**src/hdl/mep_pkg.sv**
```systemverilog
// Package for the Mandelbrot escape-time pixel unit: payload structs, fixed-point
// widths, frame constants, register indexes and the state type.
// No dependencies.
package mep_pkg;

  // Frame size used by the coordinate mapping (2 .. 1024 each)
  localparam int FRAME_WIDTH  = 1024;
  localparam int FRAME_HEIGHT = 1024;

  localparam int DATA_W  = 32;  // Q6.26 word
  localparam int FRAC_W  = 26;
  localparam int COORD_W = 10;
  localparam int COUNT_W = 16;
  localparam int GRAY_W  = 8;

  // Mapping multiplicand: 3*column or 2*row
  localparam int M_W     = COORD_W + 2;
  // floor(m * 2^26 / dim) < 2^(M_W + FRAC_W - 1) since dim >= 2
  localparam int MAP_W   = M_W + FRAC_W - 1;
  localparam int DIM_MAX = (FRAME_WIDTH > FRAME_HEIGHT) ? FRAME_WIDTH : FRAME_HEIGHT;
  localparam int REM_W   = $clog2(DIM_MAX);

  // m * 2^26 = m * quo * dim + m * rem; m * rem < 2^TERM_W is divided by dim
  // through a reciprocal that is exact over TERM_W bits
  localparam int TERM_W   = M_W + REM_W;
  localparam int RCP_W    = TERM_W + 1;
  localparam int PROD_W   = TERM_W + RCP_W;
  localparam int SHIFT_WD = TERM_W + $clog2(FRAME_WIDTH);
  localparam int SHIFT_HT = TERM_W + $clog2(FRAME_HEIGHT);

  localparam logic [MAP_W-1:0] QUO_W  = MAP_W'((1 << FRAC_W) / FRAME_WIDTH);
  localparam logic [REM_W-1:0] REM_WD = REM_W'((1 << FRAC_W) % FRAME_WIDTH);
  localparam logic [MAP_W-1:0] QUO_H  = MAP_W'((1 << FRAC_W) / FRAME_HEIGHT);
  localparam logic [REM_W-1:0] REM_HT = REM_W'((1 << FRAC_W) % FRAME_HEIGHT);
  localparam logic [RCP_W-1:0] RCP_WD =
    RCP_W'(((64'd1 << SHIFT_WD) + 64'(FRAME_WIDTH) - 64'd1) / 64'(FRAME_WIDTH));
  localparam logic [RCP_W-1:0] RCP_HT =
    RCP_W'(((64'd1 << SHIFT_HT) + 64'(FRAME_HEIGHT) - 64'd1) / 64'(FRAME_HEIGHT));

  localparam logic signed [63:0] Q_ONE        = 64'sd1 <<< FRAC_W;
  localparam logic [63:0]        ESCAPE_BOUND = 64'd4 << 52;
  localparam logic [15:0]        GRAY_MULT    = 16'h0F0F;

  // Configuration register indexes
  localparam int CFG_IDX_W = 2;
  localparam logic [CFG_IDX_W-1:0] CFG_ZOOM_OFFSET     = 2'd0;
  localparam logic [CFG_IDX_W-1:0] CFG_ITERATE_GAIN    = 2'd1;
  localparam logic [CFG_IDX_W-1:0] CFG_ITERATION_LIMIT = 2'd2;

  localparam logic signed [DATA_W-1:0] ZOOM_RESET  = 32'sh0400_0000;
  localparam logic signed [DATA_W-1:0] GAIN_RESET  = 32'sh0400_0000;
  localparam logic [COUNT_W-1:0]       LIMIT_RESET = 16'd64;

  typedef struct packed {
    logic [COORD_W-1:0] column;
    logic [COORD_W-1:0] row;
  } mep_in_t;

  typedef struct packed {
    logic [COORD_W-1:0] out_column;
    logic [COORD_W-1:0] out_row;
    logic [COUNT_W-1:0] iteration_count;
    logic [GRAY_W-1:0]  gray_level;
    logic               bounded;
  } mep_out_t;

  // Mapped coordinate offsets, floor(m * 2^26 / dim)
  typedef struct packed {
    logic [MAP_W-1:0] re;
    logic [MAP_W-1:0] im;
  } mep_map_t;

  typedef enum logic [3:0] {
    ST_IDLE,
    ST_MAP,
    ST_MUL_XX,
    ST_MUL_YY,
    ST_MUL_XY,
    ST_ADD,
    ST_MUL_AG,
    ST_MUL_BG,
    ST_UPD,
    ST_OUT
  } mep_state_e;

endpackage

```
**src/hdl/mep_coord_map.sv**
```systemverilog
// Pixel-to-plane offset mapping (depends on mep_pkg): floor(m * 2^26 / dim) for both axes as
// m*quo plus m*rem divided by dim through a reciprocal multiply; products, then sums, are registered.
module mep_coord_map (
  input  logic                  clk_i,
  input  logic                  rst_ni,
  input  logic                  start_i,
  input  logic [mep_pkg::M_W-1:0] m_re_i,
  input  logic [mep_pkg::M_W-1:0] m_im_i,
  output logic                  done_o,
  output mep_pkg::mep_map_t     map_o
);
  import mep_pkg::*;

  logic              busy_q;
  logic              done_q;
  logic [MAP_W-1:0]  mq_re_q, mq_im_q;
  logic [TERM_W-1:0] t_re_q, t_im_q;
  logic [PROD_W-1:0] rp_re, rp_im;
  mep_map_t          map_q;

  always_ff @(posedge clk_i or negedge rst_ni) begin
    if (!rst_ni) begin
      busy_q <= 1'b0;
      done_q <= 1'b0;
    end else begin
      busy_q <= start_i;
      done_q <= busy_q;
    end
  end

  // floor(t / dim) = (t * ceil(2^s / dim)) >> s over the whole range of t
  assign rp_re = PROD_W'(t_re_q) * PROD_W'(RCP_WD);
  assign rp_im = PROD_W'(t_im_q) * PROD_W'(RCP_HT);

  always_ff @(posedge clk_i) begin
    if (start_i) begin
      mq_re_q <= MAP_W'(m_re_i) * QUO_W;
      mq_im_q <= MAP_W'(m_im_i) * QUO_H;
      t_re_q  <= TERM_W'(m_re_i) * TERM_W'(REM_WD);
      t_im_q  <= TERM_W'(m_im_i) * TERM_W'(REM_HT);
    end else if (busy_q) begin
      map_q.re <= mq_re_q + MAP_W'(rp_re >> SHIFT_WD);
      map_q.im <= mq_im_q + MAP_W'(rp_im >> SHIFT_HT);
    end
  end

  assign done_o = done_q;
  assign map_o  = map_q;

endmodule

```
**src/hdl/mandelbrot_escape_pixel_unit.sv**
```systemverilog
// Sequence per request: the coordinate mapping (mep_coord_map), then iterations that each use
// one shared 32x32 multiplier five times (x*x, y*y, x*y, a*gain, b*gain), then the output state.
// A new request is accepted only in idle, after the previous pixel has left the sequencer;
// a finished result waits in the output register while the next request is
// accepted. Reset (rst_ni, async low) returns the sequencer to idle, empties the output and
// loads the register reset values. Top level; uses mep_pkg and mep_coord_map.
module mandelbrot_escape_pixel_unit (
  input  logic                          clk_i,
  input  logic                          rst_ni,
  input  logic                          in_valid_i,
  output logic                          in_stall_o,
  input  mep_pkg::mep_in_t              in_data_i,
  output logic                          out_valid_o,
  input  logic                          out_stall_i,
  output mep_pkg::mep_out_t             out_data_o,
  input  logic                          cfg_valid_i,
  output logic                          cfg_ready_o,
  input  logic [mep_pkg::CFG_IDX_W-1:0] cfg_index_i,
  input  logic [mep_pkg::DATA_W-1:0]    cfg_data_i
);
  import mep_pkg::*;

  localparam logic signed [63:0] SAT_MAX = 64'sd2147483647;
  localparam logic signed [63:0] SAT_MIN = -64'sd2147483648;

  function automatic logic signed [DATA_W-1:0] sat32(input logic signed [63:0] v);
    if (v > SAT_MAX) return 32'sh7FFF_FFFF;
    else if (v < SAT_MIN) return 32'sh8000_0000;
    else return v[DATA_W-1:0];
  endfunction

  mep_state_e state_q, state_d;

  logic signed [DATA_W-1:0] zoom_q, gain_q;
  logic [COUNT_W-1:0]       limit_q;

  logic                     out_valid_q, out_valid_d;
  mep_out_t                 out_q, out_d;

  logic [COORD_W-1:0]       col_q, col_d, row_q, row_d;
  logic signed [34:0]       off_q, off_d;
  logic signed [DATA_W-1:0] cr_q, cr_d, ci_q, ci_d;
  logic signed [DATA_W-1:0] x_q, x_d, y_q, y_d, a_q, a_d, b_q, b_d;
  logic signed [63:0]       p_q, p_d, xx_q, xx_d, diff_q, diff_d;
  logic                     esc_q, esc_d;
  logic [COUNT_W-1:0]       count_q, count_d;

  logic signed [DATA_W-1:0] mul_a, mul_b;
  logic signed [63:0]       prod;
  logic [63:0]              sq_sum;
  logic [COUNT_W-1:0]       count_inc;
  logic                     accept;
  logic                     out_free;
  logic                     map_done;
  mep_map_t                 map;

  assign accept   = (state_q == ST_IDLE) && in_valid_i;
  assign out_free = !out_valid_q || !out_stall_i;

  mep_coord_map u_map (
    .clk_i  (clk_i),
    .rst_ni (rst_ni),
    .start_i(accept),
    .m_re_i ({2'b00, in_data_i.column} + {1'b0, in_data_i.column, 1'b0}),
    .m_im_i ({1'b0, in_data_i.row, 1'b0}),
    .done_o (map_done),
    .map_o  (map)
  );

  // Shared multiplier operand select
  always_comb begin
    case (state_q)
      ST_MUL_XX: begin mul_a = x_q; mul_b = x_q;    end
      ST_MUL_YY: begin mul_a = y_q; mul_b = y_q;    end
      ST_MUL_XY: begin mul_a = x_q; mul_b = y_q;    end
      ST_MUL_AG: begin mul_a = a_q; mul_b = gain_q; end
      ST_MUL_BG: begin mul_a = b_q; mul_b = gain_q; end
      default:   begin mul_a = x_q; mul_b = x_q;    end
    endcase
  end

  assign prod      = mul_a * mul_b;
  assign sq_sum    = $unsigned(xx_q) + $unsigned(p_q);
  assign count_inc = count_q + COUNT_W'(1);

  always_comb begin
    state_d     = state_q;
    out_valid_d = out_valid_q;
    out_d       = out_q;
    col_d       = col_q;
    row_d       = row_q;
    off_d       = off_q;
    cr_d        = cr_q;
    ci_d        = ci_q;
    x_d         = x_q;
    y_d         = y_q;
    a_d         = a_q;
    b_d         = b_q;
    p_d         = p_q;
    xx_d        = xx_q;
    diff_d      = diff_q;
    esc_d       = esc_q;
    count_d     = count_q;

    if (!out_stall_i) out_valid_d = 1'b0;

    case (state_q)
      ST_IDLE: begin
        if (in_valid_i) begin
          col_d   = in_data_i.column;
          row_d   = in_data_i.row;
          off_d   = -(35'(zoom_q) <<< 1) - 35'(zoom_q);
          state_d = ST_MAP;
        end
      end
      ST_MAP: begin
        if (map_done) begin
          cr_d    = sat32(64'(off_q) + 64'($signed({1'b0, map.re})));
          ci_d    = sat32(64'($signed({1'b0, map.im})) - Q_ONE);
          x_d     = '0;
          y_d     = '0;
          count_d = '0;
          state_d = (limit_q == '0) ? ST_OUT : ST_MUL_XX;
        end
      end
      ST_MUL_XX: begin
        p_d     = prod;
        state_d = ST_MUL_YY;
      end
      ST_MUL_YY: begin
        xx_d    = p_q;
        p_d     = prod;
        state_d = ST_MUL_XY;
      end
      ST_MUL_XY: begin
        diff_d  = xx_q - p_q;
        esc_d   = sq_sum > ESCAPE_BOUND;
        p_d     = prod;
        state_d = ST_ADD;
      end
      ST_ADD: begin
        if (esc_q) begin
          state_d = ST_OUT;
        end else begin
          a_d     = sat32((diff_q >>> FRAC_W) + 64'(cr_q));
          b_d     = sat32((p_q >>> (FRAC_W - 1)) + 64'(ci_q));
          state_d = ST_MUL_AG;
        end
      end
      ST_MUL_AG: begin
        p_d     = prod;
        state_d = ST_MUL_BG;
      end
      ST_MUL_BG: begin
        x_d     = sat32(p_q >>> FRAC_W);
        p_d     = prod;
        state_d = ST_UPD;
      end
      ST_UPD: begin
        y_d     = sat32(p_q >>> FRAC_W);
        count_d = count_inc;
        state_d = (count_inc == limit_q) ? ST_OUT : ST_MUL_XX;
      end
      ST_OUT: begin
        // hold until the output register is free
        if (out_free) begin
          out_valid_d           = 1'b1;
          out_d.out_column      = col_q;
          out_d.out_row         = row_q;
          out_d.iteration_count = count_q;
          out_d.bounded         = (count_q == limit_q);
          out_d.gray_level      = (count_q == limit_q) ? '0 :
                                  GRAY_W'(count_q[7:0] * GRAY_MULT[7:0]);
          state_d               = ST_IDLE;
        end
      end
      default: state_d = ST_IDLE;
    endcase
  end

  always_ff @(posedge clk_i or negedge rst_ni) begin
    if (!rst_ni) begin
      state_q     <= ST_IDLE;
      out_valid_q <= 1'b0;
    end else begin
      state_q     <= state_d;
      out_valid_q <= out_valid_d;
    end
  end

  always_ff @(posedge clk_i or negedge rst_ni) begin
    if (!rst_ni) begin
      zoom_q  <= ZOOM_RESET;
      gain_q  <= GAIN_RESET;
      limit_q <= LIMIT_RESET;
    end else if (cfg_valid_i) begin
      case (cfg_index_i)
        CFG_ZOOM_OFFSET:     zoom_q  <= cfg_data_i;
        CFG_ITERATE_GAIN:    gain_q  <= cfg_data_i;
        CFG_ITERATION_LIMIT: limit_q <= cfg_data_i[COUNT_W-1:0];
        default:             ;
      endcase
    end
  end

  always_ff @(posedge clk_i) begin
    out_q   <= out_d;
    col_q   <= col_d;
    row_q   <= row_d;
    off_q   <= off_d;
    cr_q    <= cr_d;
    ci_q    <= ci_d;
    x_q     <= x_d;
    y_q     <= y_d;
    a_q     <= a_d;
    b_q     <= b_d;
    p_q     <= p_d;
    xx_q    <= xx_d;
    diff_q  <= diff_d;
    esc_q   <= esc_d;
    count_q <= count_d;
  end

  assign in_stall_o  = (state_q != ST_IDLE);
  assign out_valid_o = out_valid_q;
  assign out_data_o  = out_q;
  assign cfg_ready_o = 1'b1;

`ifndef SYNTHESIS
  a_count_below_limit: assert property (@(posedge clk_i) disable iff (!rst_ni)
    (state_q == ST_MUL_XX) |-> (count_q < limit_q))
    else $error("iteration started with count at or above limit");

  a_bounded_gray: assert property (@(posedge clk_i) disable iff (!rst_ni)
    (out_valid_o && out_data_o.bounded) |-> (out_data_o.gray_level == '0))
    else $error("bounded pixel with nonzero gray level");

  a_out_wait: assert property (@(posedge clk_i) disable iff (!rst_ni)
    (state_q == ST_OUT && out_valid_q && out_stall_i) |=> (state_q == ST_OUT))
    else $error("result left while output register still occupied");
`endif

endmodule

```
**config.mk**
```make
export PLATFORM = sky130hd
export DESIGN_NAME = mandelbrot_escape_pixel_unit
export DESIGN_NICKNAME = d
export VERILOG_FILES = /design/src/hdl/mep_pkg.sv /design/src/hdl/mep_coord_map.sv /design/src/hdl/mandelbrot_escape_pixel_unit.sv
export SDC_FILE = /design/constraint.sdc
export NUM_CORES = 2
export LEC_CHECK = 0
export BUFFER_PORTS_ARGS = -buffer_cell sky130_fd_sc_hd__buf_2
export CELL_PAD_IN_SITES_DETAIL_PLACEMENT = 0
export CELL_PAD_IN_SITES_GLOBAL_PLACEMENT = 2
export CORE_AREA = 2 2 451 453
export CTS_CLUSTER_DIAMETER = 150
export CTS_CLUSTER_SIZE = 20
export DETAILED_ROUTE_END_ITERATION = 16
export DIE_AREA = 0 0 453 455
export PLACE_DENSITY_LB_ADDON = 0.2
export SLEW_MARGIN = 20
export SYNTH_ARGS = -nofsm -noshare
export SYNTH_HDL_FRONTEND = slang
export SYNTH_SLANG_ARGS = --single-unit
```
**constraint.sdc**
```tcl
create_clock -name clk_i -period 13.5 [get_ports clk_i]
set_input_delay 2.025 -clock clk_i [delete_from_list [all_inputs] [get_ports clk_i]]
set_output_delay 2.025 -clock clk_i [all_outputs]
set_load 0.005 [all_outputs]
```
# ---- Word level (Yosys, flattened, before mapping)
# Index checks and enable logic that the tools add are counted.
dict set report totals {
  regBits 632
  inputBits 59
  out_inout_bits 48
  word_cells 118
}
dict set report op_classes {
  addsub 10
  n_mul 2
  magnitude_cmp 11
  eq_ne 16
  n_mux 23
  bitwise_logic 2
  reduce_logical 24
}
# cell count
set ops {}
lappend ops {{$mux 32} 7}
lappend ops {{$pmux 32 s2} 3}
lappend ops {{$pmux 32 s3} 1}
lappend ops {{$add 64x64->64} 1}
lappend ops {{$gt 64x55->1 const B} 1}
lappend ops {{$mul 32x32->64} 1}
lappend ops {{$sub 64x64->64} 1}
lappend ops {{$add 39x32->40} 1}
lappend ops {{$gt 40x32->1 const B} 1}
lappend ops {{$lt 40x32->1 const B} 1}
lappend ops {{$pmux 4 s10} 1}
lappend ops {{$add 38x32->39} 1}
lappend ops {{$gt 39x32->1 const B} 1}
lappend ops {{$lt 39x32->1 const B} 1}
lappend ops {{$gt 38x32->1 const B} 1}
lappend ops {{$lt 38x32->1 const B} 1}
lappend ops {{$add 35x29->36} 1}
lappend ops {{$gt 36x32->1 const B} 1}
lappend ops {{$lt 36x32->1 const B} 1}
lappend ops {{$neg 33->35} 1}
lappend ops {{$sub 35x32->35} 1}
lappend ops {{$eq 16x16->1} 2}
lappend ops {{$gt 28x32->1 const B} 1}
lappend ops {{$lt 28x32->1 const B} 1}
lappend ops {{29 further kinds} 55}

# ---- Logic depth before layout (Yosys ltp)
dict set report logic_depth {
  ltp_word 4
  ltp_mapped 40
  ltp_nobuf 35
}

# ---- Cells and area by module
# From an unflattened synthesis, not the netlist that was laid out.
dict set report unflattened {
  cells_unflattened 7681
  hier_area_um2 74360.1
}
# module instances cells_per_inst area_each_um2 seq_area_each_um2
set by_module_without_submodules {}
lappend by_module_without_submodules {mandelbrot_escape_pixel_unit 1 7579 72475.8 16394.5}
lappend by_module_without_submodules {mep_coord_map 1 102 1884.3 1491.4}

# ---- Worst setup path before layout
# No wires, ideal clock.
dict set report synth_timing {
  kind {reg-to-reg}
  from {register state_q[3]}
  to {register p_q[60] (data pin)}
  setup_time_ps 259
  t_arrival_ps 11743
  required_ps 13241
  path_slack_ps 1497
  path_stages_with_launch 36
  n_path_buf 4
  synth_period_minus_slack_ps 12003
  path_cell_list {dfrtp_1 > clkbuf_1 > nand2b_1 > nor3_1 > or2_2 > clkbuf_1 > nor2_1 > clkbuf_1 > a21oi_1 > clkbuf_1 > nor2_1 > fa_1 > inv_1 > fa_1 > fa_1 > fa_1 > inv_1 > fa_1 > fa_1 > fa_1 > inv_1 > fa_1 > inv_1 > ha_1 > nand3_1 > nor3_1 > nand4_1 > a311oi_1 > o21ai_0 > nand3b_1 > a31oi_1 > o31a_1 > o21ai_0 > a21o_1 > a21oi_1 > xnor2_1}
}
dict set report synth_between {
  elab_chain_len 4
  word_cells_on_any_way 9
  classes_between {mul (1); eq/ne (4); mux (2); reduce/logical (2)}
}
# item line_no
set synth_lines {}
lappend synth_lines {{start: declaration} mandelbrot_escape_pixel_unit.sv:32} ;# mep_state_e state_q, state_d;
lappend synth_lines {{start signal: assignment} mandelbrot_escape_pixel_unit.sv:186} ;# state_q <= state_d;
lappend synth_lines {{$eq 4x3->1 / $eq 4x2->1 (equally long branches)} mandelbrot_escape_pixel_unit.sv:72} ;# case (state_q)
lappend synth_lines {{$reduce_or 2->1 (no line)} -}
lappend synth_lines {{$pmux 32 s2} mandelbrot_escape_pixel_unit.sv:72}
lappend synth_lines {{$mul 32x32->64 *} mandelbrot_escape_pixel_unit.sv:82} ;# assign prod = mul_a * mul_b;
lappend synth_lines {{via prod[60]} mandelbrot_escape_pixel_unit.sv:49} ;# logic signed [63:0] prod;
lappend synth_lines {{end signal: assignment} mandelbrot_escape_pixel_unit.sv:217} ;# p_q <= p_d;
lappend synth_lines {{end: declaration} mandelbrot_escape_pixel_unit.sv:44} ;# logic signed [63:0] p_q, p_d, xx_q, xx_d, diff_q, diff_d;
# Mark *: on every way through the listed nets, which the timed path passes. The rest lies on a longest branch.
# A chain may end at the register's enable or synchronous reset.

# ---- Final worst setup path
dict set report layout_timing {
  from {register state_q[3]}
  to {register p_q[63] (data pin)}
}
# Same word-level chain as after synthesis.

==> results.yml <==
run_status:
  status: "finished clean"
floorplan:
  start_util_pct: 34.8
  core-area_mm2: 0.201
  rows: 165
  dieHeight_um: 455
  die_area_mm2: 0.206
  die_w_um: 453
  io_pins: 107
sta:
  fin_skew_ns: 0.0292
  hold_viol_final: 0
  period_share_pct: 86.8
  setup_viol: 0
  tightest_slew_ns: 1.07
  max_freq_mhz: 85.3
  finalSetupTns_ns: 0
  rsz0062_at_grt: "no"
  maxSlewViolCount: 0
  fin_crit_ns: 11.72
  max_slew_margin_pct: 28.1
  setup_ws_ns: 1.78
placed_design:
  portBuffers: 105
  place_hpwl_um: 208000
  placed_cell_area_mm2: 0.0746
  gp_congestion: 0.941
  place_ws_ns: 1.91
clocking:
  post_cts_resized: 0
  cts_buffer_depth: 3
  htree_levels: 2
  path_clk_slew_ns: 0.09
  tritoncts: "done"
  cts.sinks: 573
  cts-root-buf: "clkbuf_16"
  holdBufCountCts: 0
  clk_latency_ns: 0.62
  numCtsBuffers: 35
  cts_setup_buffers: 0
setup_path:
  endpoint_kind: "flip-flop"
  path_class: "reg2reg"
  required_ns: 13.85
  cpLargestDelayFamily: "adder cells"
  crit_top_cell: "fa_1"
  startpoint_type: "flip-flop"
  crit_fanout: 35
  reg2reg_setup_slack_ns: 1.78
  crit_buf_inv: 5
  critical-path-slowest-cell: "a21oi_2"
  crit_arrival_ns: 12.07
  critical-path-max-stage-delay_ns: 0.80
detailed_routing:
  postRouteWirelength_um: 256000
  drc: 0
  wl_per_cell_um: 25.7
  via_per_inst: 5.33
  drtIter0Drc: 4383
  ant_nets: 0
  via_count: 52900
  drt_pre_antenna_iters: 6
global_routing:
  grt_max_degree: 72
  antenna_found_initial: 9
  grt_pass1_vias: 53900
  grt.overflow.total: 0
  grt_pass1_wl_um: 376000
  grt_usage_pct: 24.9
logic_synthesis:
  synth-simple-area-share_pct: 12.3
  synth_top_family_by_area: "adder cells"
  synthXorXnorAreaFrac_pct: 3.23
  synthMuxAreaShare_pct: 1.42
  synthFlopType: "edfxtp_1"
  netlist_area_mm2: 0.0700
  synth_seq_area_share_pct: 24.0
  yosysWarnings: 0
  synthAdderAreaFrac_pct: 39.6
  synthDistinctLibCells: 88
  avgSynthCellArea_um2: 9.70
  synth_compound_area_share_pct: 11.3
  synth_seq_cells: 573
  synth_nets: 8840
  synthCells: 7220
  async_reset_ff_share_pct: 15.2
  synth_edf_count: 486
layout:
  layout.nets: 8857
  areaGrowthSynthToFinish_pct: 8.07
  final_util_pct: 37.6
  design_area_mm2: 0.0757
  drive_above_1_share_pct: 6.92
run:
  drv_cap: 0
hold_path:
  worstHoldPathType: "reg2reg"
[layer usage]
layer | up-vias | part of all wire, % | GRT usage, %
met4 | 2 | 2.9 | 5.81
met3 | 221 | 4.9 | 2.30
met5 | - | 0.0051 | 0
met1 | 27700 | 46 | 36.0
met2 | 1503 | 46 | 40.2
li1 | 23600 | - | -
[final cells by class]
type / instances / area (µm²)
inverter: 1182 / 4440
fill: 20400 / 126000
clock buffer: 51 / 957
antenna: 3 / 7.51
tap: 2672 / 3340
sequential: 573 / 16800
clock inverter: 6 / 75.1
multi-input combinational: 5148 / 48100
timing repair buffer: 297 / 1990
[cells in the mapped netlist (15+ instances only)]
master / instances / area (µm²)
edfxtp_1: 486 / 14600
a221oi_1: 40 / 350
nor4_1: 48 / 300
buf_1: 18 / 67.6
fa_1: 1095 / 21900
a21o_1: 137 / 1030
o211ai_1: 29 / 218
o21bai_1: 36 / 270
nor2_1: 891 / 3340
mux2_2: 50 / 563
xnor2_1: 187 / 1640
a2111oi_0: 16 / 140
nor3_1: 88 / 440
ha_1: 466 / 5830
nand2_1: 713 / 2680
dfrtp_1: 84 / 2100
and2_1: 21 / 131
nand2b_1: 37 / 231
o31ai_1: 47 / 353
a31oi_1: 39 / 244
o21ai_0: 261 / 1310
xor2_1: 71 / 622
or2_2: 15 / 93.8
a21oi_1: 304 / 1520
o311a_1: 21 / 210
a211oi_1: 28 / 210
or3_1: 17 / 106
nand4_1: 43 / 269
a221o_1: 38 / 380
clkbuf_1: 293 / 1100
o21a_1: 32 / 240
and3_1: 27 / 169
mux2i_1: 43 / 430
a22o_1: 31 / 272
nor2b_1: 41 / 257
nand3_1: 55 / 275
inv_1: 1181 / 4430
[kinds of logic (layout without fill, tap and decap cells)]
group | count (synthesis) | after routing
simple gates | 2038 | 2038
fa+ha+maj | 1562 | 1562
buf+inv | 1499 | 1536
compound gates | 1196 | 1196
flops | 573 | 573
xor+xnor | 258 | 258
mux | 93 | 93
other cells | 1 | 4
[final timing paths]
kind                       cells past startpoint                   startpoint                        end
max                                           32       state_q[3]$_DFFE_PN0P_          p_q[63]$_DFFE_PP_
min                                            0  u_map.mq_re_q[23]$_DFFE_PP_  u_map.map_o[60]$_DFFE_PP_
min reg2reg                                    0  u_map.mq_re_q[23]$_DFFE_PP_  u_map.map_o[60]$_DFFE_PP_
min in group asynchronous                      1                       rst_ni     zoom_q[15]$_DFFE_PN0P_
max reg2reg                                   32       state_q[3]$_DFFE_PN0P_          p_q[63]$_DFFE_PP_
max in group asynchronous                      2                       rst_ni     state_q[0]$_DFFE_PN0P_
[sequential cells by signal, summed over array words and instances (netlist names)]
name / flops
p_q: 64
xx_q: 64
out_data_o: 45
diff_q: 38
off_q: 35
a_q: 32
b_q: 32
cr_q: 32
gain_q: 32
x_q: 32
y_q: 32
zoom_q: 32
u_map.map_o: 22
count_q: 16
limit_q: 16
u_map.mq_re_q: 11
ci_q: 10
col_q: 10
row_q: 10
state_q: 4
esc_q: 1
out_valid_o: 1
u_map.busy_q: 1
u_map.done_o: 1
[stage by stage]
step / hold slack, ns / cells
6_report: 0.418 / 9932
4_1_cts: 0.421 / 9929
2_1_floorplan: 0.347 / 7220
3_5_place_dp: 0.398 / 9872
5_1_grt: 0.429 / 9929
3_3_place_gp: 0.399 / 9872
[cells in the final DEF (no fill, tap or decap), types with 187 or more instances in the layout]
| master | count |
|---|---|
| buf_4 | 191 |
| nand2_1 | 711 |
| a21oi_1 | 282 |
| ha_1 | 466 |
| edfxtp_1 | 486 |
| inv_1 | 1181 |
| o21ai_0 | 261 |
| nor2_1 | 887 |
| fa_1 | 1095 |
| xnor2_1 | 187 |
Power is not shown: default switching activity piles up to over one toggle a cycle in this logic, so the estimate is an artifact.
